File: config.mk
export PLATFORM = sky130hd
export DESIGN_NAME = rlt_cell
export DESIGN_NICKNAME = d
export VERILOG_FILES = /design/src/hw/rtl/rlt_pkg.sv /design/src/hw/rtl/rlt_cell.sv
export SDC_FILE = /design/constraint.sdc
export NUM_CORES = 1
export LEC_CHECK = 0
export BUFFER_PORTS_ARGS = -buffer_cell sky130_fd_sc_hd__buf_4
export CAP_MARGIN = 30
export CORE_AREA = 4 4 201 203
export DETAILED_ROUTE_END_ITERATION = 7
export DIE_AREA = 0 0 205 207
export GPL_TIMING_DRIVEN = 0
export PLACE_DENSITY_LB_ADDON = 0.1
export SLEW_MARGIN = 20
export SYNTH_ARGS = -nofsm -noshare
export SYNTH_HDL_FRONTEND = slang
export SYNTH_SLANG_ARGS = --single-unit
File: constraint.sdc
create_clock -name clock -period 0.8 [get_ports clock]
set_clock_uncertainty 0.05 [all_clocks]
set_input_delay 0.24 -clock clock [delete_from_list [all_inputs] [get_ports clock]]
set_output_delay 0.24 -clock clock [all_outputs]
set_load 0.1 [all_outputs]
File: src/hw/rtl/rlt_pkg.sv
// shared types, codes and constants for the record lock table
// no dependencies
package rlt_pkg;

   localparam int TABLE_ENTRIES = 128;
   localparam int IDX_W = (TABLE_ENTRIES > 1) ? $clog2(TABLE_ENTRIES) : 1;

   localparam logic [62:0] EOF_MARK = 63'h7FFF_FFFF_FFFF_FFFF;

   localparam logic [1:0] KIND_QUERY   = 2'd0;
   localparam logic [1:0] KIND_SET     = 2'd1;
   localparam logic [1:0] KIND_REL_ALL = 2'd2;
   localparam logic [1:0] KIND_REL_FILE = 2'd3;

   localparam logic [1:0] LT_READ   = 2'd0;
   localparam logic [1:0] LT_WRITE  = 2'd1;
   localparam logic [1:0] LT_UNLOCK = 2'd2;
   localparam logic [1:0] LT_BAD    = 2'd3;

   localparam logic [1:0] ORG_START = 2'd0;
   localparam logic [1:0] ORG_END   = 2'd2;

   localparam logic [1:0] ST_OK    = 2'd0;
   localparam logic [1:0] ST_INVAL = 2'd1;
   localparam logic [1:0] ST_BLOCK = 2'd2;
   localparam logic [1:0] ST_FULL  = 2'd3;

   typedef struct packed {
      logic        valid;
      logic [31:0] dev;
      logic [63:0] ino;
      logic [31:0] owner;
      logic        is_write;
      logic [62:0] first;
      logic [62:0] last;
   } entry_type;

   typedef struct packed {
      logic [1:0]  kind;
      logic [31:0] file_dev;
      logic [63:0] file_ino;
      logic [31:0] owner;
      logic [1:0]  lock_type;
      logic [1:0]  origin;
      logic [63:0] region_start;
      logic [63:0] region_len;
      logic [62:0] file_size;
   } req_type;

   typedef struct packed {
      logic [1:0]  status;
      logic        conflict_found;
      logic        conflict_is_write;
      logic [62:0] conflict_start;
      logic [62:0] conflict_len;
      logic [31:0] conflict_owner;
   } rsp_type;

   typedef enum logic [2:0] {
      S_IDLE,
      S_RESOLVE,
      S_SEEK,
      S_UPDATE
   } state_type;

endpackage

File: src/hw/rtl/rlt_cell.sv
// one lock slot of the rotating table ring
// depends on rlt_pkg
module rlt_cell (
   input  logic               clock,
   input  logic               reset,
   input  logic               shift,
   input  rlt_pkg::entry_type d,
   output rlt_pkg::entry_type q
);
   import rlt_pkg::*;

   entry_type entry_ff;

   always_ff @(posedge clock) begin
      if (reset) begin
         entry_ff.valid <= 1'b0;
      end else if (shift) begin
         entry_ff.valid <= d.valid;
      end
      if (shift) begin
         entry_ff.dev      <= d.dev;
         entry_ff.ino      <= d.ino;
         entry_ff.owner    <= d.owner;
         entry_ff.is_write <= d.is_write;
         entry_ff.first    <= d.first;
         entry_ff.last     <= d.last;
      end
   end

   assign q = entry_ff;

endmodule

==> report_table.html <==
<table>
<tr><th>Metric</th><th>Value</th></tr>
<tr><th colspan="2">GRT</th></tr>
<tr><td>Antenna violations before repair</td><td>3</td></tr>
<tr><td>Grt total ovfl</td><td>0</td></tr>
<tr><td>Number of global-route vias before repair</td><td>6,900</td></tr>
<tr><td>Wire length of the first global-routing pass</td><td>42.4 mm</td></tr>
<tr><td>Global Route Usage Sum</td><td>0.130</td></tr>
<tr><td>Pin count of the biggest net entering global routing</td><td>63</td></tr>
<tr><th colspan="2">Timing</th></tr>
<tr><td>Worst rel slew slack</td><td>0.727</td></tr>
<tr><td>Number of pins with negative max-slew slack in the final report</td><td>0</td></tr>
<tr><td>Final worst path period share</td><td>1.85</td></tr>
<tr><td>Worst Max-Slew Pin Slew</td><td>0.410 ns</td></tr>
<tr><td>Shortest period the worst path allows</td><td>1.48 ns</td></tr>
<tr><td>Min setup slack post-route</td><td>-0.682 ns</td></tr>
<tr><td>Unrepaired setup endpoints after global routing</td><td>true</td></tr>
<tr><td>Number of setup violations in the final report</td><td>256</td></tr>
<tr><td>Final hold violation count</td><td>0</td></tr>
<tr><td>Fmax</td><td>675 MHz</td></tr>
<tr><th colspan="2">Worst setup path</th></tr>
<tr><td>Internal reg-to-reg setup slack</td><td>0.11 ns</td></tr>
<tr><td>Number of buffers and inverters on the critical path</td><td>1</td></tr>
<tr><td>Worst-path cell chain</td><td>buf_6</td></tr>
<tr><td>Capture point of the worst reg-to-reg path</td><td>q[255]</td></tr>
<tr><td>Critical path destination</td><td>q[159]</td></tr>
<tr><td>Kind of end point of the critical path</td><td>primary output</td></tr>
<tr><td>Delay contributed by the slowest stage of the critical path</td><td>0.43 ns</td></tr>
<tr><td>WP depth</td><td>1</td></tr>
<tr><td>Arrival time at the worst endpoint</td><td>1.19 ns</td></tr>
<tr><td>Worst Reg-to-Reg Cells</td><td>2</td></tr>
<tr><td>CP required</td><td>0.51 ns</td></tr>
<tr><td>Crit Path Class</td><td>reg2out</td></tr>
<tr><td>Biggest fanout along the worst timing path</td><td>1</td></tr>
<tr><td>Worst setup SP type</td><td>flop</td></tr>
<tr><td>Crit Reg-Reg Startpoint</td><td>q[255]</td></tr>
<tr><td>Worst setup path startpoint</td><td>q[159]</td></tr>
<tr><td>Slowest cell on the critical path</td><td>sky130_fd_sc_hd__edfxtp_1</td></tr>
<tr><td>Family with the most delay on the worst path</td><td>flip-flops</td></tr>
<tr><th colspan="2">Synthesis</th></tr>
<tr><td>Area fraction in and, or, nand and nor cells after synthesis</td><td>0.000488</td></tr>
<tr><td>Adder-cell area share of the yosys netlist</td><td>0</td></tr>
<tr><td>Number of nets in the synthesized netlist</td><td>517</td></tr>
<tr><td>Synth Flop Type</td><td>sky130_fd_sc_hd__edfxtp_1</td></tr>
<tr><td>Share of the synthesized area in compound gates (AO/OA/AOI/OAI)</td><td>0</td></tr>
<tr><td>Number of synthesized register bits</td><td>256</td></tr>
<tr><td>Fraction of synthesized cell area taken by the top area cell type</td><td>0.996</td></tr>
<tr><td>Cell with the most instances after synthesis</td><td>sky130_fd_sc_hd__edfxtp_1</td></tr>
<tr><td>Total of warnings raised by yosys</td><td>0</td></tr>
<tr><td>Area share of xor/xnor cells in the synthesized design</td><td>0</td></tr>
<tr><td>Leading post-synthesis cells by instance count</td><td>sky130_fd_sc_hd__edfxtp_1 (255), sky130_fd_sc_hd__dfxtp_1 (1), sky130_fd_sc_hd__mux2i_1 (1), sky130_fd_sc_hd__nor2_1 (1)</td></tr>
<tr><td>Post-Syn Area per Cell</td><td>29.8 um2</td></tr>
<tr><td>Cell type with the largest total area after synthesis</td><td>sky130_fd_sc_hd__edfxtp_1</td></tr>
<tr><td>Synth async-reset ratio</td><td>0</td></tr>
<tr><td>Count of flip-flops with a built-in enable after synthesis</td><td>255</td></tr>
<tr><td>Dominant combinational cell family by area after synthesis</td><td>multiplexers</td></tr>
<tr><td>Cell count after synthesis</td><td>258</td></tr>
<tr><td>Synth cell types</td><td>4</td></tr>
<tr><td>Sequential fraction of the synthesis area</td><td>0.998</td></tr>
<tr><td>Share of cell area taken by muxes after synthesis</td><td>0.00130</td></tr>
<tr><td>Ranking of synthesized cells by area</td><td>sky130_fd_sc_hd__edfxtp_1 (100%), sky130_fd_sc_hd__dfxtp_1 (0.26%), sky130_fd_sc_hd__mux2i_1 (0.13%)</td></tr>
<tr><td>Netlist area before placement</td><td>0.00769 mm2</td></tr>
<tr><th colspan="2">Drt</th></tr>
<tr><td>Drt drc</td><td>0</td></tr>
<tr><td>Drt total wl</td><td>29.4 mm</td></tr>
<tr><td>Via-per-instance ratio</td><td>3.67</td></tr>
<tr><td>1st-pass router iterations</td><td>4</td></tr>
<tr><td>Avg WL per Cell</td><td>18.3 um</td></tr>
<tr><td>Number of vias in the routed layout</td><td>5,901</td></tr>
<tr><td>DRC violation total after the first TritonRoute iteration</td><td>202</td></tr>
<tr><td>Antenna-violating nets left</td><td>0</td></tr>
<tr><th colspan="2">Worst hold path</th></tr>
<tr><td>Class of the worst hold path</td><td>in2reg</td></tr>
<tr><th colspan="2">Final layout</th></tr>
<tr><td>Layout cells sized above 1</td><td>0.510</td></tr>
<tr><td>Footprint of the flip-flops and latches</td><td>0.00768 mm2</td></tr>
<tr><td>Layout fillers</td><td>3,410</td></tr>
<tr><td>Final core area utilization</td><td>0.438</td></tr>
<tr><td>Number of nets at the end of the flow</td><td>1,324</td></tr>
<tr><td>Number of flip-flops in the largest register</td><td>256</td></tr>
<tr><td>Layout-stage area growth over the synthesis result</td><td>119%</td></tr>
<tr><td>Area occupied by multi-input gates</td><td>13.8 um2</td></tr>
<tr><th colspan="2">Run status</th></tr>
<tr><td>Result of the run</td><td>finished with violations</td></tr>
<tr><td>Failing checks</td><td>negative setup slack</td></tr>
<tr><th colspan="2">Floorplanning</th></tr>
<tr><td>Core Footprint</td><td>0.0385 mm2</td></tr>
<tr><td>Die X</td><td>205 um</td></tr>
<tr><td>Number of standard-cell rows in the floorplan</td><td>72</td></tr>
<tr><td>Die Area</td><td>0.0424 mm2</td></tr>
<tr><td>Starting Density</td><td>0.200</td></tr>
<tr><td>Num ports</td><td>515</td></tr>
<tr><td>Die height</td><td>207 um</td></tr>
<tr><th colspan="2">CTS</th></tr>
<tr><td>Htree depth</td><td>1</td></tr>
<tr><td>Count of clock tree sinks</td><td>256</td></tr>
<tr><td>Number of buffers added by the clock tree synthesis step</td><td>29</td></tr>
<tr><td>Clock slew seen by the registers of the worst setup and hold paths</td><td>0.06 ns</td></tr>
<tr><td>Clock tree from TritonCTS</td><td>done</td></tr>
<tr><td>Max clock buf depth</td><td>3</td></tr>
<tr><td>Number of setup buffers added after CTS</td><td>0</td></tr>
<tr><td>Clock latency on the worst-skew pair</td><td>0.55 ns</td></tr>
<tr><td>Clock root cell</td><td>sky130_fd_sc_hd__clkbuf_16</td></tr>
<tr><th colspan="2">Placement</th></tr>
<tr><td>Worst slack after detailed placement</td><td>-0.862 ns</td></tr>
<tr><td>Last weighted congestion value of the routability-driven placer</td><td>0.750</td></tr>
<tr><td>Input/output buffers</td><td>514</td></tr>
<tr><th colspan="2">Power and ir drop</th></tr>
<tr><td>Reported leakage power</td><td>6.89 nW</td></tr>
<tr><td>Peak ir drop on the vdd network</td><td>1.57 mV</td></tr>
<tr><td>Power per cell area</td><td>2480 mW/mm2</td></tr>
<tr><th colspan="2">Run</th></tr>
<tr><td>Max-cap violations</td><td>0</td></tr>
</table>
per-layer routing:
metal / global-route usage / part of all wire / vias to the layer above
met1: 0.126 / 0.32 / 2850
met3: 0.0576 / 0.11 / 54
met4: 0.0383 / 0.034 / 0
met2: 0.246 / 0.53 / 315
met5: 0 / 0 / -
li1: - / - / 2682
where the power goes:
group	internal (mW)	switching [mW]	total (mW)
clock	7.58	5.20	12.8
sequential	16.0	0.517	16.5
combinational	3.62	8.83	12.4
total	27.2	14.5	41.7
placed cells by master, fill, tap and decap left out, drive strengths merged:
cell           n
buf          518
dlygate4sd3  257
edfxtp       255
clkbuf        41
clkinv         9
diode          3
bufinv         3
mux2i          1
nor2           1
dfxtp          1
through the flow:
step | std cells | instance area, um2 | TNS, ns | hold slack, ns | power, mW
2_1_floorplan | 258 | 7690 | -100.49 | 0.253 | 24.1
3_3_place_gp | 1290 | 12200 | -588.54 | 0.361 | 27.2
3_5_place_dp | 1292 | 12300 | -193.56 | 0.356 | 27.2
4_1_cts | 1603 | 16800 | -172.10 | 0.0275 | 42.3
5_1_grt | 1607 | 16800 | -173.47 | 0.0741 | 43.2
6_report | 1607 | 16800 | -159.52 | 0.0792 | 41.7
cell families after synthesis:
family           count (synthesis)
and+or+nand+nor                  1
muxes                            1
DFF                            256
area by class of cell:
class | instances | share of cell area
Timing Repair Buffer | 776 | 0.451
Sequential cell | 256 | 0.456
Clock buffer | 40 | 0.0455
Clock inverter | 12 | 0.00750
Tap cell | 518 | 0.0385
Antenna cell | 3 | 0.000446
Multi-Input combinational cell | 2 | 0.000817
timing repair:
item | CTS | global route
setup endpoints to repair | 454 | 257
resized for setup | 261 | 12
cloned | 2 | 1
endpoints found under the hold margin | 256 | 0
hold buffers | 257 | 0
how the worst min path moves through the flow:
stage | from | endpoint | slack (ns) | cells past startpoint
3_3_place_gp | reset | q[255] | 0.36 | 2
4_1_cts | shift | q[89] | 0.03 | 1
6_report | shift | q[188] | 0.08 | 1
2_1_floorplan | reset | q[255] | 0.25 | 1
3_5_place_dp | reset | q[255] | 0.36 | 2
5_1_grt | shift | q[89] | 0.07 | 1
Power figures use the tool's default switching activity.
