<file path="src/hw/rtl/rlt_pkg.sv">
// shared types, codes and constants for the record lock table
// no dependencies
package rlt_pkg;

   localparam int TABLE_ENTRIES = 128;
   localparam int IDX_W = (TABLE_ENTRIES > 1) ? $clog2(TABLE_ENTRIES) : 1;

   localparam logic [62:0] EOF_MARK = 63'h7FFF_FFFF_FFFF_FFFF;

   localparam logic [1:0] KIND_QUERY   = 2'd0;
   localparam logic [1:0] KIND_SET     = 2'd1;
   localparam logic [1:0] KIND_REL_ALL = 2'd2;
   localparam logic [1:0] KIND_REL_FILE = 2'd3;

   localparam logic [1:0] LT_READ   = 2'd0;
   localparam logic [1:0] LT_WRITE  = 2'd1;
   localparam logic [1:0] LT_UNLOCK = 2'd2;
   localparam logic [1:0] LT_BAD    = 2'd3;

   localparam logic [1:0] ORG_START = 2'd0;
   localparam logic [1:0] ORG_END   = 2'd2;

   localparam logic [1:0] ST_OK    = 2'd0;
   localparam logic [1:0] ST_INVAL = 2'd1;
   localparam logic [1:0] ST_BLOCK = 2'd2;
   localparam logic [1:0] ST_FULL  = 2'd3;

   typedef struct packed {
      logic        valid;
      logic [31:0] dev;
      logic [63:0] ino;
      logic [31:0] owner;
      logic        is_write;
      logic [62:0] first;
      logic [62:0] last;
   } entry_type;

   typedef struct packed {
      logic [1:0]  kind;
      logic [31:0] file_dev;
      logic [63:0] file_ino;
      logic [31:0] owner;
      logic [1:0]  lock_type;
      logic [1:0]  origin;
      logic [63:0] region_start;
      logic [63:0] region_len;
      logic [62:0] file_size;
   } req_type;

   typedef struct packed {
      logic [1:0]  status;
      logic        conflict_found;
      logic        conflict_is_write;
      logic [62:0] conflict_start;
      logic [62:0] conflict_len;
      logic [31:0] conflict_owner;
   } rsp_type;

   typedef enum logic [2:0] {
      S_IDLE,
      S_RESOLVE,
      S_SEEK,
      S_UPDATE
   } state_type;

endpackage

</file>
<file path="src/hw/rtl/rlt_ctrl.sv">
// request sequencer and head-of-ring processing unit
// depends on rlt_pkg
module rlt_ctrl (
   input  logic               clock,
   input  logic               reset,
   input  logic               req_valid,
   output logic               req_ready,
   input  rlt_pkg::req_type   req,
   output logic               rsp_valid,
   input  logic               rsp_ready,
   output rlt_pkg::rsp_type   rsp,
   input  rlt_pkg::entry_type head,
   output rlt_pkg::entry_type tail,
   output logic               shift
);
   import rlt_pkg::*;

   localparam logic signed [65:0] MAX66 = $signed({3'b000, EOF_MARK});

   state_type state_ff, state_in;
   logic [IDX_W-1:0] cnt_ff, cnt_in;
   req_type req_ff;
   logic [62:0] first_ff, first_in, last_ff, last_in;
   logic wr_ff, wr_in, ins_ff, ins_in, done_ins_ff, done_ins_in;
   rsp_type hit_ff, hit_in;
   logic rsp_valid_ff, rsp_valid_in;
   rsp_type rsp_ff, rsp_in;

   logic signed [65:0] base, st, len, s, e_pos, f_neg, l_neg;
   logic range_ok;
   logic same, own, ovl, drop, last_cnt;

   // range resolution in wide signed arithmetic
   always_comb begin
      base = (req_ff.origin == ORG_END) ? $signed({3'b000, req_ff.file_size}) : '0;
      st = $signed({{2{req_ff.region_start[63]}}, req_ff.region_start});
      len = $signed({{2{req_ff.region_len[63]}}, req_ff.region_len});
      s = base + st;
      e_pos = s + len - 66'sd1;
      f_neg = s + len;
      l_neg = s - 66'sd1;
      range_ok = (req_ff.origin == ORG_START || req_ff.origin == ORG_END)
                 && s >= 66'sd0 && s <= MAX66;
      if (len > 66'sd0 && e_pos > MAX66) range_ok = 1'b0;
      if (len < 66'sd0 && f_neg < 66'sd0) range_ok = 1'b0;
   end

   assign same = head.valid && head.dev == req_ff.file_dev && head.ino == req_ff.file_ino;
   assign own = head.owner == req_ff.owner;
   assign ovl = first_ff <= head.last && head.first <= last_ff;
   assign last_cnt = cnt_ff == IDX_W'(TABLE_ENTRIES - 1);

   always_comb begin
      priority case (req_ff.kind)
         KIND_REL_ALL:  drop = head.valid && own;
         KIND_REL_FILE: drop = same && own;
         default:       drop = same && own && ovl;
      endcase
   end

   always_comb begin
      state_in = state_ff;
      cnt_in = cnt_ff;
      first_in = first_ff;
      last_in = last_ff;
      wr_in = wr_ff;
      ins_in = ins_ff;
      done_ins_in = done_ins_ff;
      hit_in = hit_ff;
      rsp_in = rsp_ff;
      rsp_valid_in = rsp_valid_ff && !rsp_ready;
      tail = head;
      shift = 1'b0;
      req_ready = state_ff == S_IDLE && !rsp_valid_ff;
      unique case (state_ff)
         S_IDLE: begin
            if (req_valid && req_ready) state_in = S_RESOLVE;
         end
         S_RESOLVE: begin
            cnt_in = '0;
            hit_in = '0;
            done_ins_in = 1'b0;
            ins_in = 1'b0;
            rsp_in = '0;
            if (len == 66'sd0) begin
               first_in = s[62:0];
               last_in = EOF_MARK;
            end else if (len > 66'sd0) begin
               first_in = s[62:0];
               last_in = e_pos[62:0];
            end else begin
               first_in = f_neg[62:0];
               last_in = l_neg[62:0];
            end
            if (req_ff.kind == KIND_REL_ALL || req_ff.kind == KIND_REL_FILE) begin
               state_in = S_UPDATE;
            end else if (!range_ok ||
                         (req_ff.kind == KIND_SET && req_ff.lock_type == LT_BAD)) begin
               rsp_in.status = ST_INVAL;
               rsp_valid_in = 1'b1;
               state_in = S_IDLE;
            end else if (req_ff.kind == KIND_SET && req_ff.lock_type == LT_UNLOCK) begin
               state_in = S_UPDATE;
            end else begin
               wr_in = (req_ff.kind == KIND_QUERY) ?
                       (req_ff.lock_type == LT_WRITE || req_ff.lock_type == LT_UNLOCK) :
                       (req_ff.lock_type == LT_WRITE);
               state_in = S_SEEK;
            end
         end
         S_SEEK: begin
            shift = 1'b1;
            cnt_in = cnt_ff + 1'b1;
            if (!hit_ff.conflict_found && same && !own && ovl && (wr_ff || head.is_write)) begin
               hit_in.conflict_found = 1'b1;
               hit_in.conflict_is_write = head.is_write;
               hit_in.conflict_start = head.first;
               hit_in.conflict_len = (head.last == EOF_MARK) ? '0 :
                                     head.last - head.first + 63'd1;
               hit_in.conflict_owner = head.owner;
            end
            if (last_cnt) begin
               cnt_in = '0;
               if (req_ff.kind == KIND_QUERY) begin
                  rsp_in = hit_in;
                  rsp_valid_in = 1'b1;
                  state_in = S_IDLE;
               end else if (hit_in.conflict_found) begin
                  rsp_in.status = ST_BLOCK;
                  rsp_valid_in = 1'b1;
                  state_in = S_IDLE;
               end else begin
                  ins_in = 1'b1;
                  state_in = S_UPDATE;
               end
            end
         end
         S_UPDATE: begin
            shift = 1'b1;
            cnt_in = cnt_ff + 1'b1;
            if (drop) tail.valid = 1'b0;
            // lowest slot free after the removal takes the new lock
            if (ins_ff && !done_ins_ff && (!head.valid || drop)) begin
               tail.valid = 1'b1;
               tail.dev = req_ff.file_dev;
               tail.ino = req_ff.file_ino;
               tail.owner = req_ff.owner;
               tail.is_write = wr_ff;
               tail.first = first_ff;
               tail.last = last_ff;
               done_ins_in = 1'b1;
            end
            if (last_cnt) begin
               cnt_in = '0;
               rsp_in.status = (ins_ff && !done_ins_in) ? ST_FULL : ST_OK;
               rsp_valid_in = 1'b1;
               state_in = S_IDLE;
            end
         end
         default: state_in = S_IDLE;
      endcase
   end

   always_ff @(posedge clock) begin
      if (reset) begin
         state_ff <= S_IDLE;
         cnt_ff <= '0;
         rsp_valid_ff <= 1'b0;
      end else begin
         state_ff <= state_in;
         cnt_ff <= cnt_in;
         rsp_valid_ff <= rsp_valid_in;
      end
   end

   always_ff @(posedge clock) begin
      if (req_valid && req_ready) req_ff <= req;
      first_ff <= first_in;
      last_ff <= last_in;
      wr_ff <= wr_in;
      ins_ff <= ins_in;
      done_ins_ff <= done_ins_in;
      hit_ff <= hit_in;
      rsp_ff <= rsp_in;
   end

   assign rsp_valid = rsp_valid_ff;
   assign rsp = rsp_ff;

endmodule

</file>
<file path="config.mk">
export PLATFORM = sky130hd
export DESIGN_NAME = rlt_ctrl
export DESIGN_NICKNAME = d
export VERILOG_FILES = /design/src/hw/rtl/rlt_pkg.sv /design/src/hw/rtl/rlt_ctrl.sv
export SDC_FILE = /design/constraint.sdc
export NUM_CORES = 2
export LEC_CHECK = 0
export BUFFER_PORTS_ARGS = -buffer_cell sky130_fd_sc_hd__buf_4
export CAP_MARGIN = 20
export CELL_PAD_IN_SITES_DETAIL_PLACEMENT = 1
export CELL_PAD_IN_SITES_GLOBAL_PLACEMENT = 1
export CORE_AREA = 2 2 392 394
export CTS_CLUSTER_SIZE = 20
export DETAILED_ROUTE_END_ITERATION = 16
export DIE_AREA = 0 0 394 396
export GPL_TIMING_DRIVEN = 0
export HOLD_SLACK_MARGIN = 0.05
export PLACE_DENSITY = 0.7
export SETUP_SLACK_MARGIN = 0.02
export SYNTH_ARGS = -nofsm -noshare
export SYNTH_HDL_FRONTEND = slang
export SYNTH_SLANG_ARGS = --single-unit
</file>
<file path="constraint.sdc">
create_clock -name clock -period 15.92 [get_ports clock]
set_input_delay 1.592 -clock clock [delete_from_list [all_inputs] [get_ports clock]]
set_output_delay 1.592 -clock clock [all_outputs]
set_load 0.02 [all_outputs]
</file>
==> impl_results.md <==
* Die width at around 390 um
* Seq pwr share at 0.303
* Syn nets at 5976
* Fraction of layout cells with a size suffix above 1 at 0.243
* Layout area overhead at 26.7%
* # IOs at 1006
* H-tree Lvls at 3
* Outcome: finished, final reports clean
* Top cell by count, worst path: clkbuf_1
* Final period util at 0.675
* Area contributors post-synth: edfxtp_1 (44%), ha_1 (9.4%), mux2_2 (4.3%), xnor2_1 (3.2%), a21oi_1 (3.2%)
* DR WL/cell at 29.7 um
* Combinational group share of total power at 0.494
* CP peak stage delay at 0.67 ns
* RSZ-0062 raised after global routing: false
* Detailed placement HPWL at between 200000 and 250000 um
* Clock Path Buffers at 3
* DR vias at 45521
* Residual DRC at 0
* Root Driver: clkbuf_16
* Global-route wire length before repair at 342000 um
* Lkg Pwr at 28.0 nW
* Routability-driven placement congestion ratio at 0.948
* Largest net degree at the start of global routing at about 130
* Fmax at 93.0 MHz
* Register area share after synthesis at 0.449
* Main synth FF type: edfxtp_1
* Final Hold Viols at 0
* Antenna-violating nets left at 0
* CTS tree: built
* # setup viols final at 0
* Die height at 396 um
* Worst Setup Slack, final at 5.17 ns
* Startpoint Class: flop
* Core area at approximately 0.15 mm2
* Synth unique cells at between 100 and 150
* Arrival time worst endpoint at roughly 11 ns
* Leading area contributor after synthesis: edfxtp_1
* DIE AREA at between 0.15 and 0.2 mm2
* Layout Nets at a little over 7000
* Worst VDD drop at 0.0934 mV
* Vias per inst at 5.53
* Setup crit end kind: flop
* Min-Delay Path Class: flop to flop
* Sw power at 5.20 mW
* Remaining Overflow, GRT at 0
* Adder-cell share of the synthesized area at 0.0948
* FF-to-FF setup slack at 5.17 ns
* Clock transition at path regs at 0.06 ns
* Synth Area in Compound Gates at 0.147
* Post-CTS Setup Repair Bufs at 0
* Final Max Slew Viols at 0
* PwrDens at 177 mW/mm2
* Vias in the first global route at approximately 46000
* Sink Count at 786
* Tot Pwr at 11.8 mW
* Worst Max-Slew Pin Slew at 1.19 ns
* DR iter-0 viols at 3487
* Yosys reg bits at 786
* YS warnings at 0
* Netlist Area Pre-Place at 0.0524 mm2
* Pre-Repair DR Iteration Count at 5
* Async SR Flop Fraction at 0
* Max-Slew Margin vs Limit at 0.183
* Crit-path slowest cell: clkbuf_1
* Post-Synth XOR/XNOR Area at 0.0587
* Port-buffer cells at between 1000 and 1500
* Initial antenna violation count at 21
* Final TNS setup at 0 ns
* CTS Buf Count at 94
* Starting Density at 0.346
* Hold-fix buffers, CTS at 0
* Synth Area in Simple Gates at 0.145
* Rows at roughly 140
* Worst r2r path cells at 30
* EDFF count, synth at 776
* Combinational family with the most area after synthesis: compound AO/OA/AOI/OAI gates
* Minimum clock period at 10.75 ns
* Mux share of post-synthesis cell area at 0.0673
* Hold Crit Depth at 2
* Required @ worst endpoint at roughly 17 ns
* Syn_area_per_cell at 10.5 um2
* Worst-path maximum fanout at 10
* Clock latency on the worst-skew pair at ~0.75 ns
* Switching Share at 0.441
* Cell count after synthesis at 4996
* Setup WS pre-CTS at 5.17 ns
* CP Class: flop to flop
* Routed wire length at 245000 um
* Global-route usage over all layers at 0.302
* CTS resizes at 0
* Top-area cell type share of the netlist area at 0.445
* Internal power at 6.58 mW
* Max-cap check violation count at 0
* Final Skew at 0.0645 ns
* Clk pwr share at 0.203
==> cells by family after synthesis <==
kind of cell / count (synthesis)
AND/OR/NAND/NOR: 1447
AO/OA/AOI/OAI: 1171
flip-flops: 786
buffers and inverters: 521
adder cells (fa/ha/maj): 395
XOR/XNOR: 349
multiplexers: 327
==> per-stage QoR <==
| stage | hold slack (ns) | area, um2 | utilization | std cells |
|---|---|---|---|---|
| finish | 0.485 | 66400 | 0.438 | 8235 |
| global route | 0.531 | 66400 | 0.438 | 8232 |
| CTS | 0.487 | 66300 | 0.438 | 8222 |
| detailed placement | 0.474 | 63000 | 0.415 | 8051 |
| global placement | 0.459 | 62500 | 0.412 | 8031 |
| floorplan | 0.440 | 52400 | - | 4996 |
==> state kept, by name, indices dropped and copies added, names as in the netlist <==
| signal | count |
|---|---|
| rsp_valid | 1 |
| first_ff | 63 |
| state_ff | 2 |
| cnt_ff | 7 |
| ins_ff | 1 |
| hit_ff | 160 |
| req_ff | 261 |
| rsp | 162 |
| len | 64 |
| wr_ff | 1 |
| last_ff | 63 |
| done_ins_ff | 1 |
==> layout by cell type (no fill, tap or decap), drive strengths merged, types with 23 or more instances in the layout <==
master and n:
buf 1053, edfxtp 776, ha 392, nand2 376, inv 343, a21oi 338, nor2 275, clkbuf 258
o21ai 225, mux2 200, xnor2 195, xor2 154, a21o 139, nor2b 129, mux2i 127, nand4 121
and2 103, nor3 100, nand3 77, nor4 73, a21boi 58, a22oi 53, o21a 53, o21bai 42
a211oi 42, clkinv 38, or3 31, nand2b 28, and3 26, and4 26, o211ai 25, o22ai 23
==> critical path: cells and delay by family (launching register included) <==
family / cells / cell delay [ns]
buffers and inverters: 4 / 1.76
DFF: 1 / 0.47
xor gates and xnor gates: 2 / 1.22
muxes: 1 / 0.28
adders and majority gates: 2 / 0.63
and+or+nand+nor: 8 / 2.06
AOI/OAI and AO/OA: 13 / 4.23
==> cell type report <==
| type | instances | area, um2 |
|---|---|---|
| Antenna cell | 10 | 25.0 |
| Buffer | 185 | 793 |
| Clock buffer | 101 | 2380 |
| Clock inverter | 70 | 1010 |
| Fill cell | 16943 | 85200 |
| Inverter | 336 | 1270 |
| Multi-Input combinational cell | 3689 | 26900 |
| Sequential cell | 786 | 23500 |
| Tap cell | 2030 | 2540 |
| Timing Repair Buffer | 1028 | 7990 |
==> layer usage <==
| layer | GRT usage | share of wire | vias up |
|---|---|---|---|
| met4 | 0.108 | 0.039 | 12 |
| met1 | 0.412 | 0.45 | 22820 |
| met2 | 0.487 | 0.46 | 1535 |
| met3 | 0.0447 | 0.055 | 328 |
| li1 | - | - | 20826 |
| met5 | 0 | 0.00038 | - |
==> path summary, 6_finish.rpt <==
path               start        end
max reg2reg  req_ff[191]  rsp_valid
max          req_ff[191]  rsp_valid
min reg2reg    cnt_ff[6]  cnt_ff[6]
min            cnt_ff[6]  cnt_ff[6]
==> synth_stat cells, drive strengths merged, types with 121 or more instances <==
master,count
nor2b,129
o21ai,225
a21o,139
ha,392
nor2,275
nand2,376
a21oi,338
mux2,200
mux2i,127
inv,336
xor2,154
nand4,121
xnor2,195
clkbuf,156
edfxtp,776
==> power by group through the flow <==
stage	Combinational [mW]	Sequential, mW	Clock [mW]
floorplan	3.48	3.70	0
global placement	5.50	3.86	0
detailed placement	5.70	3.60	0
CTS	5.73	3.56	2.44
global route	6.30	3.61	2.51
finish	5.82	3.57	2.39
Note: power is estimated with default switching activity, not from simulation.
